$ cat src/design/sha_pkg.sv
// Package for the SHA-256 byte stream hasher: types, constants and round functions.
// Depends on nothing; used by the queue, the engine and the top level.
`timescale 1ns / 1ps
package sha_pkg;
  localparam int unsigned BlockBytes = 64;
  localparam int unsigned QueueDepth = 2;

  typedef enum logic {
    OP_ABSORB = 1'b0,
    OP_FINISH = 1'b1
  } op_e;

  typedef struct packed {
    op_e        op;
    logic [7:0] data;
  } cmd_t;

  localparam logic [31:0] INIT_HASH [8] = '{
    32'h6a09e667, 32'hbb67ae85, 32'h3c6ef372, 32'ha54ff53a,
    32'h510e527f, 32'h9b05688c, 32'h1f83d9ab, 32'h5be0cd19
  };

  localparam logic [31:0] ROUND_K [64] = '{
    32'h428a2f98, 32'h71374491, 32'hb5c0fbcf, 32'he9b5dba5,
    32'h3956c25b, 32'h59f111f1, 32'h923f82a4, 32'hab1c5ed5,
    32'hd807aa98, 32'h12835b01, 32'h243185be, 32'h550c7dc3,
    32'h72be5d74, 32'h80deb1fe, 32'h9bdc06a7, 32'hc19bf174,
    32'he49b69c1, 32'hefbe4786, 32'h0fc19dc6, 32'h240ca1cc,
    32'h2de92c6f, 32'h4a7484aa, 32'h5cb0a9dc, 32'h76f988da,
    32'h983e5152, 32'ha831c66d, 32'hb00327c8, 32'hbf597fc7,
    32'hc6e00bf3, 32'hd5a79147, 32'h06ca6351, 32'h14292967,
    32'h27b70a85, 32'h2e1b2138, 32'h4d2c6dfc, 32'h53380d13,
    32'h650a7354, 32'h766a0abb, 32'h81c2c92e, 32'h92722c85,
    32'ha2bfe8a1, 32'ha81a664b, 32'hc24b8b70, 32'hc76c51a3,
    32'hd192e819, 32'hd6990624, 32'hf40e3585, 32'h106aa070,
    32'h19a4c116, 32'h1e376c08, 32'h2748774c, 32'h34b0bcb5,
    32'h391c0cb3, 32'h4ed8aa4a, 32'h5b9cca4f, 32'h682e6ff3,
    32'h748f82ee, 32'h78a5636f, 32'h84c87814, 32'h8cc70208,
    32'h90befffa, 32'ha4506ceb, 32'hbef9a3f7, 32'hc67178f2
  };

  function automatic logic [31:0] rotr(input logic [31:0] v, input int unsigned s);
    rotr = (v >> s) | (v << (32 - s));
  endfunction
endpackage

$ cat src/design/sha_cmd_queue.sv
// Front part of the SHA-256 hasher: a short command queue that accepts items.
// Depends on sha_pkg.
`timescale 1ns / 1ps
module sha_cmd_queue #(
  parameter int unsigned Depth = sha_pkg::QueueDepth
) (
  input  logic          clk_i,
  input  logic          rst_ni,
  input  logic          in_valid_i,
  output logic          in_ready_o,
  input  sha_pkg::cmd_t in_cmd_i,
  output logic          out_valid_o,
  input  logic          out_ready_i,
  output sha_pkg::cmd_t out_cmd_o
);
  localparam int unsigned PtrW = (Depth > 1) ? $clog2(Depth) : 1;

  sha_pkg::cmd_t       mem_q [Depth];
  logic [PtrW-1:0]     wr_q, rd_q;
  logic [PtrW:0]       cnt_q;
  logic                push, pop;

  assign in_ready_o  = (cnt_q != (PtrW+1)'(Depth));
  assign out_valid_o = (cnt_q != '0);
  assign out_cmd_o   = mem_q[rd_q];
  assign push = in_valid_i && in_ready_o;
  assign pop  = out_valid_o && out_ready_i;

  always_ff @(posedge clk_i) begin
    if (push) begin
      mem_q[wr_q] <= in_cmd_i;
    end
  end

  always_ff @(posedge clk_i or negedge rst_ni) begin
    if (!rst_ni) begin
      wr_q  <= '0;
      rd_q  <= '0;
      cnt_q <= '0;
    end else begin
      if (push) begin
        wr_q <= (wr_q == PtrW'(Depth - 1)) ? '0 : wr_q + 1'b1;
      end
      if (pop) begin
        rd_q <= (rd_q == PtrW'(Depth - 1)) ? '0 : rd_q + 1'b1;
      end
      cnt_q <= cnt_q + (PtrW+1)'(push) - (PtrW+1)'(pop);
    end
  end
endmodule

$ cat src/design/sha_engine.sv
// Back part of the SHA-256 hasher: block buffer, padding, round engine, digest output.
// Depends on sha_pkg.
`timescale 1ns / 1ps
module sha_engine (
  input  logic          clk_i,
  input  logic          rst_ni,
  input  logic          cmd_valid_i,
  output logic          cmd_ready_o,
  input  sha_pkg::cmd_t cmd_i,
  output logic          dig_valid_o,
  input  logic          dig_ready_i,
  output logic [31:0]   dig_word_o,
  output logic [2:0]    dig_index_o,
  output logic          dig_last_o
);
  typedef enum logic [2:0] {
    S_IDLE, S_PAD, S_LOAD, S_ROUND, S_ADD, S_EMIT
  } state_e;

  state_e      state_q;
  logic [31:0] h_q [8];
  logic [31:0] v_q [8];
  logic [31:0] w_q [16];
  // The block is held as sixteen big-endian words, byte 0 in the top bits.
  logic [31:0] buf_q [16];
  logic [5:0]  fill_q;
  logic [63:0] bits_q;
  logic [5:0]  rnd_q;
  logic        fin_q;
  logic        extra_q;
  logic [2:0]  idx_q;

  logic [31:0] w_new, t1, t2, s0, s1, ch, mj, g0, g1, w15, w2, w_in;
  logic        cmd_take;
  logic [7:0]  in_byte;
  logic        put_len;
  logic [31:0] pad_word [16];

  assign cmd_ready_o = (state_q == S_IDLE);
  assign cmd_take    = cmd_valid_i && cmd_ready_o;
  assign in_byte     = (cmd_i.op == sha_pkg::OP_ABSORB) ? cmd_i.data : 8'h80;
  assign put_len     = (fill_q < 6'd56) || extra_q;

  // Padded block: bytes after the 0x80 marker are cleared, and the length
  // goes into the last two words when it fits.
  always_comb begin
    for (int i = 0; i < 16; i++) begin
      for (int j = 0; j < 4; j++) begin
        if (!extra_q && (6'(4*i + j) <= fill_q)) begin
          pad_word[i][31-8*j -: 8] = buf_q[i][31-8*j -: 8];
        end else begin
          pad_word[i][31-8*j -: 8] = 8'h00;
        end
      end
    end
    if (put_len) begin
      pad_word[14] = bits_q[63:32];
      pad_word[15] = bits_q[31:0];
    end
  end

  // Schedule word: first sixteen rounds read the buffer big-endian.
  assign w_in = buf_q[rnd_q[3:0]];
  assign w15 = w_q[rnd_q[3:0] + 4'd1];
  assign w2  = w_q[rnd_q[3:0] + 4'd14];
  assign g0  = sha_pkg::rotr(w15, 7) ^ sha_pkg::rotr(w15, 18) ^ (w15 >> 3);
  assign g1  = sha_pkg::rotr(w2, 17) ^ sha_pkg::rotr(w2, 19) ^ (w2 >> 10);
  assign w_new = (rnd_q < 6'd16) ? w_in
               : w_q[rnd_q[3:0]] + g0 + w_q[rnd_q[3:0] + 4'd9] + g1;
  assign s1 = sha_pkg::rotr(v_q[4], 6) ^ sha_pkg::rotr(v_q[4], 11) ^ sha_pkg::rotr(v_q[4], 25);
  assign ch = (v_q[4] & v_q[5]) ^ (~v_q[4] & v_q[6]);
  assign t1 = v_q[7] + s1 + ch + sha_pkg::ROUND_K[rnd_q] + w_new;
  assign s0 = sha_pkg::rotr(v_q[0], 2) ^ sha_pkg::rotr(v_q[0], 13) ^ sha_pkg::rotr(v_q[0], 22);
  assign mj = (v_q[0] & v_q[1]) ^ (v_q[0] & v_q[2]) ^ (v_q[1] & v_q[2]);
  assign t2 = s0 + mj;

  assign dig_valid_o = (state_q == S_EMIT);
  assign dig_word_o  = h_q[idx_q];
  assign dig_index_o = idx_q;
  assign dig_last_o  = (idx_q == 3'd7);

  always_ff @(posedge clk_i) begin
    if (cmd_take) begin
      buf_q[fill_q[5:2]][{~fill_q[1:0], 3'b111} -: 8] <= in_byte;
    end else if (state_q == S_PAD) begin
      for (int i = 0; i < 16; i++) begin
        buf_q[i] <= pad_word[i];
      end
    end
  end

  always_ff @(posedge clk_i) begin
    if (state_q == S_LOAD) begin
      for (int i = 0; i < 8; i++) begin
        v_q[i] <= h_q[i];
      end
    end else if (state_q == S_ROUND) begin
      w_q[rnd_q[3:0]] <= w_new;
      for (int i = 1; i < 8; i++) begin
        if (i == 4) begin
          v_q[i] <= v_q[3] + t1;
        end else begin
          v_q[i] <= v_q[i-1];
        end
      end
      v_q[0] <= t1 + t2;
    end
  end

  always_ff @(posedge clk_i or negedge rst_ni) begin
    if (!rst_ni) begin
      state_q <= S_IDLE;
      for (int i = 0; i < 8; i++) begin
        h_q[i] <= sha_pkg::INIT_HASH[i];
      end
      fill_q  <= '0;
      bits_q  <= '0;
      rnd_q   <= '0;
      fin_q   <= 1'b0;
      extra_q <= 1'b0;
      idx_q   <= '0;
    end else begin
      unique case (state_q)
        S_IDLE: begin
          if (cmd_take) begin
            if (cmd_i.op == sha_pkg::OP_ABSORB) begin
              fill_q <= fill_q + 6'd1;
              bits_q <= bits_q + 64'd8;
              if (fill_q == 6'd63) begin
                fin_q   <= 1'b0;
                state_q <= S_LOAD;
              end
            end else begin
              fin_q   <= 1'b1;
              extra_q <= 1'b0;
              state_q <= S_PAD;
            end
          end
        end
        S_PAD: begin
          // A first padded block is extra when the length no longer fits.
          if (!extra_q && fill_q >= 6'd56) begin
            extra_q <= 1'b1;
          end else begin
            extra_q <= 1'b0;
          end
          state_q <= S_LOAD;
        end
        S_LOAD: begin
          rnd_q   <= '0;
          state_q <= S_ROUND;
        end
        S_ROUND: begin
          rnd_q <= rnd_q + 6'd1;
          if (rnd_q == 6'd63) begin
            state_q <= S_ADD;
          end
        end
        S_ADD: begin
          for (int i = 0; i < 8; i++) begin
            h_q[i] <= h_q[i] + v_q[i];
          end
          fill_q <= '0;
          if (!fin_q) begin
            state_q <= S_IDLE;
          end else if (extra_q) begin
            state_q <= S_PAD;
          end else begin
            idx_q   <= '0;
            state_q <= S_EMIT;
          end
        end
        S_EMIT: begin
          if (dig_ready_i) begin
            idx_q <= idx_q + 3'd1;
            if (idx_q == 3'd7) begin
              for (int i = 0; i < 8; i++) begin
                h_q[i] <= sha_pkg::INIT_HASH[i];
              end
              fill_q  <= '0;
              bits_q  <= '0;
              fin_q   <= 1'b0;
              state_q <= S_IDLE;
            end
          end
        end
        default: state_q <= S_IDLE;
      endcase
    end
  end
endmodule

$ cat src/design/sha256_byte_stream_hasher_core.sv
// Top level of the SHA-256 byte stream hasher: command queue plus engine.
// Depends on sha_pkg, sha_cmd_queue and sha_engine.
`timescale 1ns / 1ps
//
//  Channel   Direction  Payload
//  s_axis    in         tdata[7:0] data_byte, tuser[0] operation
//  m_axis    out        tdata[31:0] digest_word, tuser[2:0] word_index, tlast last_word
//
// An absorb transfer is taken by the engine while it is idle, and every 64th one
// adds a compression (load, 64 rounds of the single round unit, add). A finish
// runs one or two compressions, each after a padding step, and then eight output
// transfers. Reset sets the initial hash value; there is no clearing pass. The
// two-entry queue keeps taking transfers until it is full while the engine
// compresses or the digest is stalled.
module sha256_byte_stream_hasher_core #(
  parameter int unsigned QueueDepth = sha_pkg::QueueDepth
) (
  input  logic        clk_i,
  input  logic        rst_ni,
  input  logic        s_axis_tvalid,
  output logic        s_axis_tready,
  input  logic [7:0]  s_axis_tdata,   // [7:0] data_byte
  input  logic        s_axis_tuser,   // [0] operation
  output logic        m_axis_tvalid,
  input  logic        m_axis_tready,
  output logic [31:0] m_axis_tdata,   // [31:0] digest_word
  output logic [2:0]  m_axis_tuser,   // [2:0] word_index
  output logic        m_axis_tlast
);
  sha_pkg::cmd_t in_cmd, q_cmd;
  logic          q_valid, q_ready;

  assign in_cmd.op   = sha_pkg::op_e'(s_axis_tuser);
  assign in_cmd.data = s_axis_tdata;

  sha_cmd_queue #(.Depth(QueueDepth)) u_queue (
    .clk_i, .rst_ni,
    .in_valid_i(s_axis_tvalid), .in_ready_o(s_axis_tready), .in_cmd_i(in_cmd),
    .out_valid_o(q_valid), .out_ready_i(q_ready), .out_cmd_o(q_cmd)
  );

  sha_engine u_engine (
    .clk_i, .rst_ni,
    .cmd_valid_i(q_valid), .cmd_ready_o(q_ready), .cmd_i(q_cmd),
    .dig_valid_o(m_axis_tvalid), .dig_ready_i(m_axis_tready),
    .dig_word_o(m_axis_tdata), .dig_index_o(m_axis_tuser), .dig_last_o(m_axis_tlast)
  );
endmodule

$ cat config.mk
export PLATFORM = sky130hd
export DESIGN_NAME = sha256_byte_stream_hasher_core
export DESIGN_NICKNAME = d
export VERILOG_FILES = /design/src/design/sha_pkg.sv /design/src/design/sha_cmd_queue.sv /design/src/design/sha_engine.sv /design/src/design/sha256_byte_stream_hasher_core.sv
export SDC_FILE = /design/constraint.sdc
export NUM_CORES = 2
export LEC_CHECK = 0
export BUFFER_PORTS_ARGS = -buffer_cell sky130_fd_sc_hd__buf_2
export CORE_ASPECT_RATIO = 0.5
export CORE_MARGIN = 2
export CORE_UTILIZATION = 50
export DETAILED_ROUTE_END_ITERATION = 10
export PLACE_DENSITY = 0.65
export SETUP_SLACK_MARGIN = 0.1
export SYNTH_ARGS = -nofsm -noshare
export SYNTH_HDL_FRONTEND = slang
export SYNTH_HIERARCHICAL = 1
export SYNTH_SLANG_ARGS = --single-unit
export TNS_END_PERCENT = 50
$ cat constraint.sdc
create_clock -name clk_i -period 30 [get_ports clk_i]
set_input_delay 1.5 -clock clk_i [delete_from_list [all_inputs] [get_ports clk_i]]
set_output_delay 1.5 -clock clk_i [all_outputs]
set_load 0.01 [all_outputs]
Yosys cells after proc, flatten, opt, wreduce, memory -nomap -nowiden --
Memories as Yosys holds them, arrays and structs flattened. Index checks and enable logic that the tools add are counted.
Storage, ports and cells: logic and storage cells 526, memories kept 5, memory bits (read-only) 2048, flip-flop bits (word level) 344, output and inout port bits 38, input bits 13, RAM bits 1298
Memory list:
- (name not given) | words 64, bits a word 32, read ports 1, clocked after memory_dff 0, write ports 0, line sha_engine.sv:72 | assign t1 = v_q[7] + s1 + ch + sha_pkg::ROUND_K[rnd_q] + w_new;
- u_engine.buf_q | words 16, bits a word 32, read ports 1, clocked after memory_dff 0, write ports 16, line sha_engine.sv:25 | logic [31:0] buf_q [16];
- u_engine.w_q | words 16, bits a word 32, read ports 4, clocked after memory_dff 0, write ports 1, line sha_engine.sv:23 | logic [31:0] w_q [16];
- u_engine.v_q | words 8, bits a word 32, read ports 8, clocked after memory_dff 0, write ports 8, line sha_engine.sv:22 | logic [31:0] v_q [8];
- u_queue.mem_q | words 2, bits a word 9, read ports 1, clocked after memory_dff 0, write ports 1, line sha_cmd_queue.sv:18 | sha_pkg::cmd_t mem_q [Depth];
Operators by class: reductions and logical operators 148, eq/ne operators 82, shift operators 2, magnitude comparators 69, muxes and demuxes 134, bitwise gates (word level) 38, add/sub/neg operators 30
Operators by type and width (number):
- $add A32 B32 Y32 | 18
- $mux W8 | 65
- $mux W256 | 2
- $mux W32 | 16
- $pmux W256 S2 | 1
- $mux W64 | 5
- $xor A32 B32 Y32 | 9
- $le A6 B6 Y1 const A | 32
- $and A32 B32 Y32 | 5
- $pmux W64 S2 | 1
- $reduce_and A2 Y1 | 64
- $bmux W32 S3 | 1
- $le A5 B6 Y1 const A | 16
- $logic_and A1 B1 Y1 | 67
- $add A64 B4 Y64 const B | 1
- $ne A1 B1 Y1 const B | 56
- $le A4 B6 Y1 const A | 8
- $shift A8 B7 Y39 const A | 1
- $shiftx A8 B7 Y39 | 1
- $mux W3 | 11
- $not A32 Y32 | 1
- $or A10 B32 Y32 | 1
- $or A13 B32 Y32 | 1
- $or A14 B32 Y32 | 1
- 53 further kinds | 119

Logic depth before layout (Yosys ltp) --
An unclocked memory read counts as a cell.
word-level depth 12, mapped depth 61, mapped depth without buffers 51

Cells and area by module --
The synthesis kept the hierarchy.
Modules (own cells, without submodules):
- sha_engine | times used 1, sequential area each 42555.8 sq um, area each 104336.3 sq um, cells an instance 10055
- sha_cmd_queue | times used 1, sequential area each 640.6 sq um, area each 869.6 sq um, cells an instance 48

Worst setup path before layout --
No wires, ideal clock.
path kind register to register, from reg u_engine.rnd_q[0], to mem u_engine.v_q[0][31], data pin, stages on the path, launching flop included 59, buffers on the path 11, setup slack 15.174 ns, data required time 29.736 ns, setup time 0.264 ns, clock period less this slack 14.826 ns, data arrival time 14.562 ns, path through dfrtp_1 -> buf_6 -> buf_12 -> buf_6 -> buf_2 -> buf_2 -> buf_2 -> buf_2 -> buf_2 -> clkinv_1 -> ha_1 -> buf_4 -> buf_1 -> clkbuf_1 -> mux4_2 -> mux4_2 -> xnor2_1 -> xnor2_1 -> [23 not listed] -> nand2b_1 -> o31ai_1 -> a21oi_1 -> a31oi_1 -> o21ai_0 -> a21o_1 -> a21o_1 -> xor2_1 -> inv_1 -> fa_1 -> inv_1 -> ha_1 -> and3_1 -> or4_1 -> o221ai_1 -> xnor2_1 -> xnor2_1 -> o21ai_1
RTL lines:
- from (decl) | line sha_engine.sv:28 | logic [5:0] rnd_q;
- from (signal assigned) | line sha_engine.sv:154 | rnd_q <= rnd_q + 6'd1;
- to (decl) | line sha_engine.sv:22

==> impl_metrics.tcl <==
set metrics [dict create \
    syn_area_mm2 0.105 \
    synth_top_family_by_area "multiplexers" \
    postCtsHoldBufs 0 \
    hold_viol_final 0 \
    pwr-share-comb_pct 1.2 \
    place_ws_ps 13860 \
    synth_compound_area_share_pct 12.9 \
    placed_area_mm2 0.108 \
    setup-violations-final 0 \
    period_minus_slack_ps 16310 \
    reg2reg_slack_ps 13690 \
    portBuffers 50 \
    fmax_mhz 61.3 \
    yosysTopAreaCellShare_pct 24.3 \
    synth-adder-area-share_pct 8.72 \
    ys_seq_area_share_pct 41.1 \
    ys_warn_count 6 \
    crit_path_end "u_engine/v_q[0][31]" \
    die_w_um 653 \
    grtUsageTotal_pct 31.5 \
    synth_edf_count 850 \
    clk_pin_slew_worst_paths_ps 70 \
    syn-num-nets 10724 \
    seqPwrFrac_pct 52.4 \
    r2r_end "u_engine/v_q[0][31]" \
    syn2layout_area_growth_pct 7.79 \
    synth_top_cell_by_area "edfxtp_1" \
    slew_headroom_pct -10.3 \
    syn_area_per_cell_um2 10.4 \
    wl_um 343000 \
    ant_nets 0 \
    rr_startpoint "u_engine/rnd_q[0]" \
    p_int_mw 3.52 \
    drt_first_pass_iters 7 \
    crit_start "u_engine/rnd_q[0]" \
    grt_max_degree 180 \
    skew_ps 80.5 \
    drv_cap 1 \
    finalCritPeriodShare_pct 54.4 \
    slowest_stage "buf_4" \
    failed_checks "capacitance limit, slew limit" \
    hold_slack_ps 483 \
    ir_worst_vdd_mv 0.0378 \
    synthSimpleGateAreaFrac_pct 12.2 \
    vias 82265 \
    grt_pass1_wl_um 507000 \
    viasPerCell 6.45 \
    drive_gt1_share_pct 14.6 \
    slowest_delay_ps 880 \
    reg2reg_depth 45 \
    std_cell_rows 118 \
    fin_ws_ps 13690 \
    clock_path_buffers 4 \
    antenna_found_initial 6 \
    drtIter0Drc 11244 \
    ios 51 \
    cts.sink_count 1639 \
    timing.critical_path.buf_inv 8 \
    n_fill_cell 17812 \
    synth.area.top_cells "edfxtp_1, mux4_2, dfxtp_1" \
    syn_inst 10103 \
    startpoint_type "flop" \
    cp_top_family "compound AO/OA/AOI/OAI gates" \
    min_path_type "flop to flop" \
    rsz0062_at_grt "no" \
    synth_mux_area_share_pct 16.4 \
    critPathKind "flop to flop" \
    hpwlAfterDp_um 241000 \
    cp.required_ps 30530 \
    sw_frac_of_total_pct 21.7 \
    cts_setup_buffers 0 \
    path_max_fanout 62 \
    cp_common_cell "fa_1" \
    cts_max_level 4 \
    tightest_slew_ps 1640 \
    clock-root-buffer "clkbuf_16" \
    p_leak_nw 42.7 \
    cts_tree "built" \
    synth-xor-area-share_pct 5.20 \
    fp.coreArea_mm2 0.208 \
    overflow 0 \
    die_h_um 328 \
    cts_resized 0 \
    start_util_pct 50.6 \
    dieArea_mm2 0.214 \
    clk_latency_ps 880 \
    final_area_mm2 0.113 \
    remaining_drc_errors 0 \
    post_drt_wl_per_cell_um 26.9 \
    tns_ps 0 \
    yosysUniqueCellTypes 92 \
    p_per_area_mw_per_mm2 39.6 \
    async_flop_share_pct 20.8 \
    synthFlopType "edfxtp_1" \
    globalplace.congestion 0.964 \
    grt_pass1_vias 77593 \
    switching_power_mw 0.977 \
    synth-seq-cells 1639 \
    arrival_ps 16830 \
    worst-path-stages 45 \
    status "finished, violations left" \
    cts_buffers 163 \
    power.total_mw 4.49 \
    clock_power_share_pct 46.4 \
    critPathCaptureType "flop" \
    drv_slew 6 \
    finalNetCount 10493 \
]
-- power by group through the flow --
stage	clock, mW	sequential (mW)	combinational, mW
floorplan	0	2.40	0.0248
global route	2.20	2.35	0.0603
CTS	2.11	2.35	0.0546
detailed placement	0	2.40	0.0543
finish	2.08	2.35	0.0555
global placement	0	2.40	0.0538
-- worst register-to-register path: cells and delay by family, from the launching register on --
family / cells / cell delay [ps]
adders and majority gates: 10 / 4370
and+or+nand+nor: 5 / 1050
muxes: 2 / 1340
AOI/OAI and AO/OA: 14 / 4680
DFF: 1 / 840
buffers and inverters: 8 / 2630
xor gates and xnor gates: 6 / 1130
-- worst min path at each step --
| stage | cells past startpoint | start | end | slack [ps] |
|---|---|---|---|---|
| finish | 2 | u_engine/buf_q[3][0] | u_engine/buf_q[3][0] | 480 |
| global route | 2 | u_engine/buf_q[2][12] | u_engine/buf_q[2][12] | 510 |
| CTS | 2 | u_engine/buf_q[2][21] | u_engine/buf_q[2][21] | 490 |
| detailed placement | 2 | u_engine/buf_q[0][20] | u_engine/buf_q[0][20] | 470 |
| global placement | 2 | u_engine/buf_q[7][31] | u_engine/buf_q[7][31] | 460 |
| floorplan | 2 | u_engine/buf_q[13][10] | u_engine/buf_q[13][10] | 450 |
-- per-layer routing --
layer	GRT usage, %	share of wire (%)	up-vias
met3	7.39	12	662
met4	10.3	3.7	4
li1	-	-	36101
met1	45.6	41	40908
met2	47.0	43	4590
met5	0	0.0070	-
-- stage by stage --
stage          instances  utilization, %
5_1_grt            12761            54.5
2_1_floorplan      10103               -
3_5_place_dp       12467            52.0
6_report           12764            54.5
3_3_place_gp       12467            52.0
4_1_cts            12758            54.5
-- cell usage after synthesis (64+ instances only) --
library cell	instances
o21ai_0	508
nor3_1	82
clkbuf_1	466
dfstp_2	136
dfxtp_1	448
fa_1	195
mux2_2	131
nand2b_1	78
xor2_1	233
mux2i_1	107
nor2_1	1405
mux4_2	645
ha_1	413
inv_1	378
a21o_1	194
xnor2_1	387
dfrtp_1	205
buf_1	82
edfxtp_1	850
nor2b_1	67
nand3_1	112
nand2_1	1089
a21oi_1	1002
and3_1	64
-- cell type report --
type / count / area, µm² / share of cell area [%]
clock buffers: 228 / 4580 / 4.04
repair buffers: 197 / 1440 / 1.27
flip-flops and latches: 1639 / 43200 / 38.1
clock inverters: 63 / 608 / 0.536
inverters: 381 / 1440 / 1.27
well taps: 2760 / 3450 / 3.05
multi-input cells: 7490 / 58600 / 51.7
diodes: 6 / 15.0 / 0.0132
-- sequential cells by signal, summed over array words and instances (netlist names) --
register / cells
u_engine/buf_q: 512
u_engine/w_q: 512
u_engine/h_q: 256
u_engine/v_q: 256
u_engine/bits_q: 61
u_queue/mem_q: 18
u_engine/fill_q: 6
u_engine/rnd_q: 6
u_engine/dig_index_o: 3
u_engine/state_q: 3
u_queue/cnt_q: 2
u_engine/extra_q: 1
u_engine/fin_q: 1
u_queue/rd_q: 1
u_queue/wr_q: 1
-- cells by family (layout without fill, tap and decap cells) --
family	after synthesis	after routing
flip-flops	1639	1639
AO/OA/AOI/OAI	2292	2292
other	0	6
buffers and inverters	974	869
multiplexers	889	889
XOR/XNOR	622	622
AND/OR/NAND/NOR	3069	3069
adder cells (fa/ha/maj)	618	618
-- placed cells by master (no fill, tap or decap), types with 81 or more instances in the layout --
master,instances
nor2_1,1381
nand2_1,1085
a21oi_1,988
edfxtp_1,850
mux4_2,645
o21ai_0,498
dfxtp_1,448
ha_1,409
xnor2_1,387
inv_1,376
xor2_1,232
dfrtp_1,197
fa_1,195
a21o_1,194
clkbuf_16,168
buf_4,141
dfstp_2,136
mux2_2,131
nand3_1,112
mux2i_1,107
nor3_1,81
Note: power is estimated with default switching activity, not from simulation.
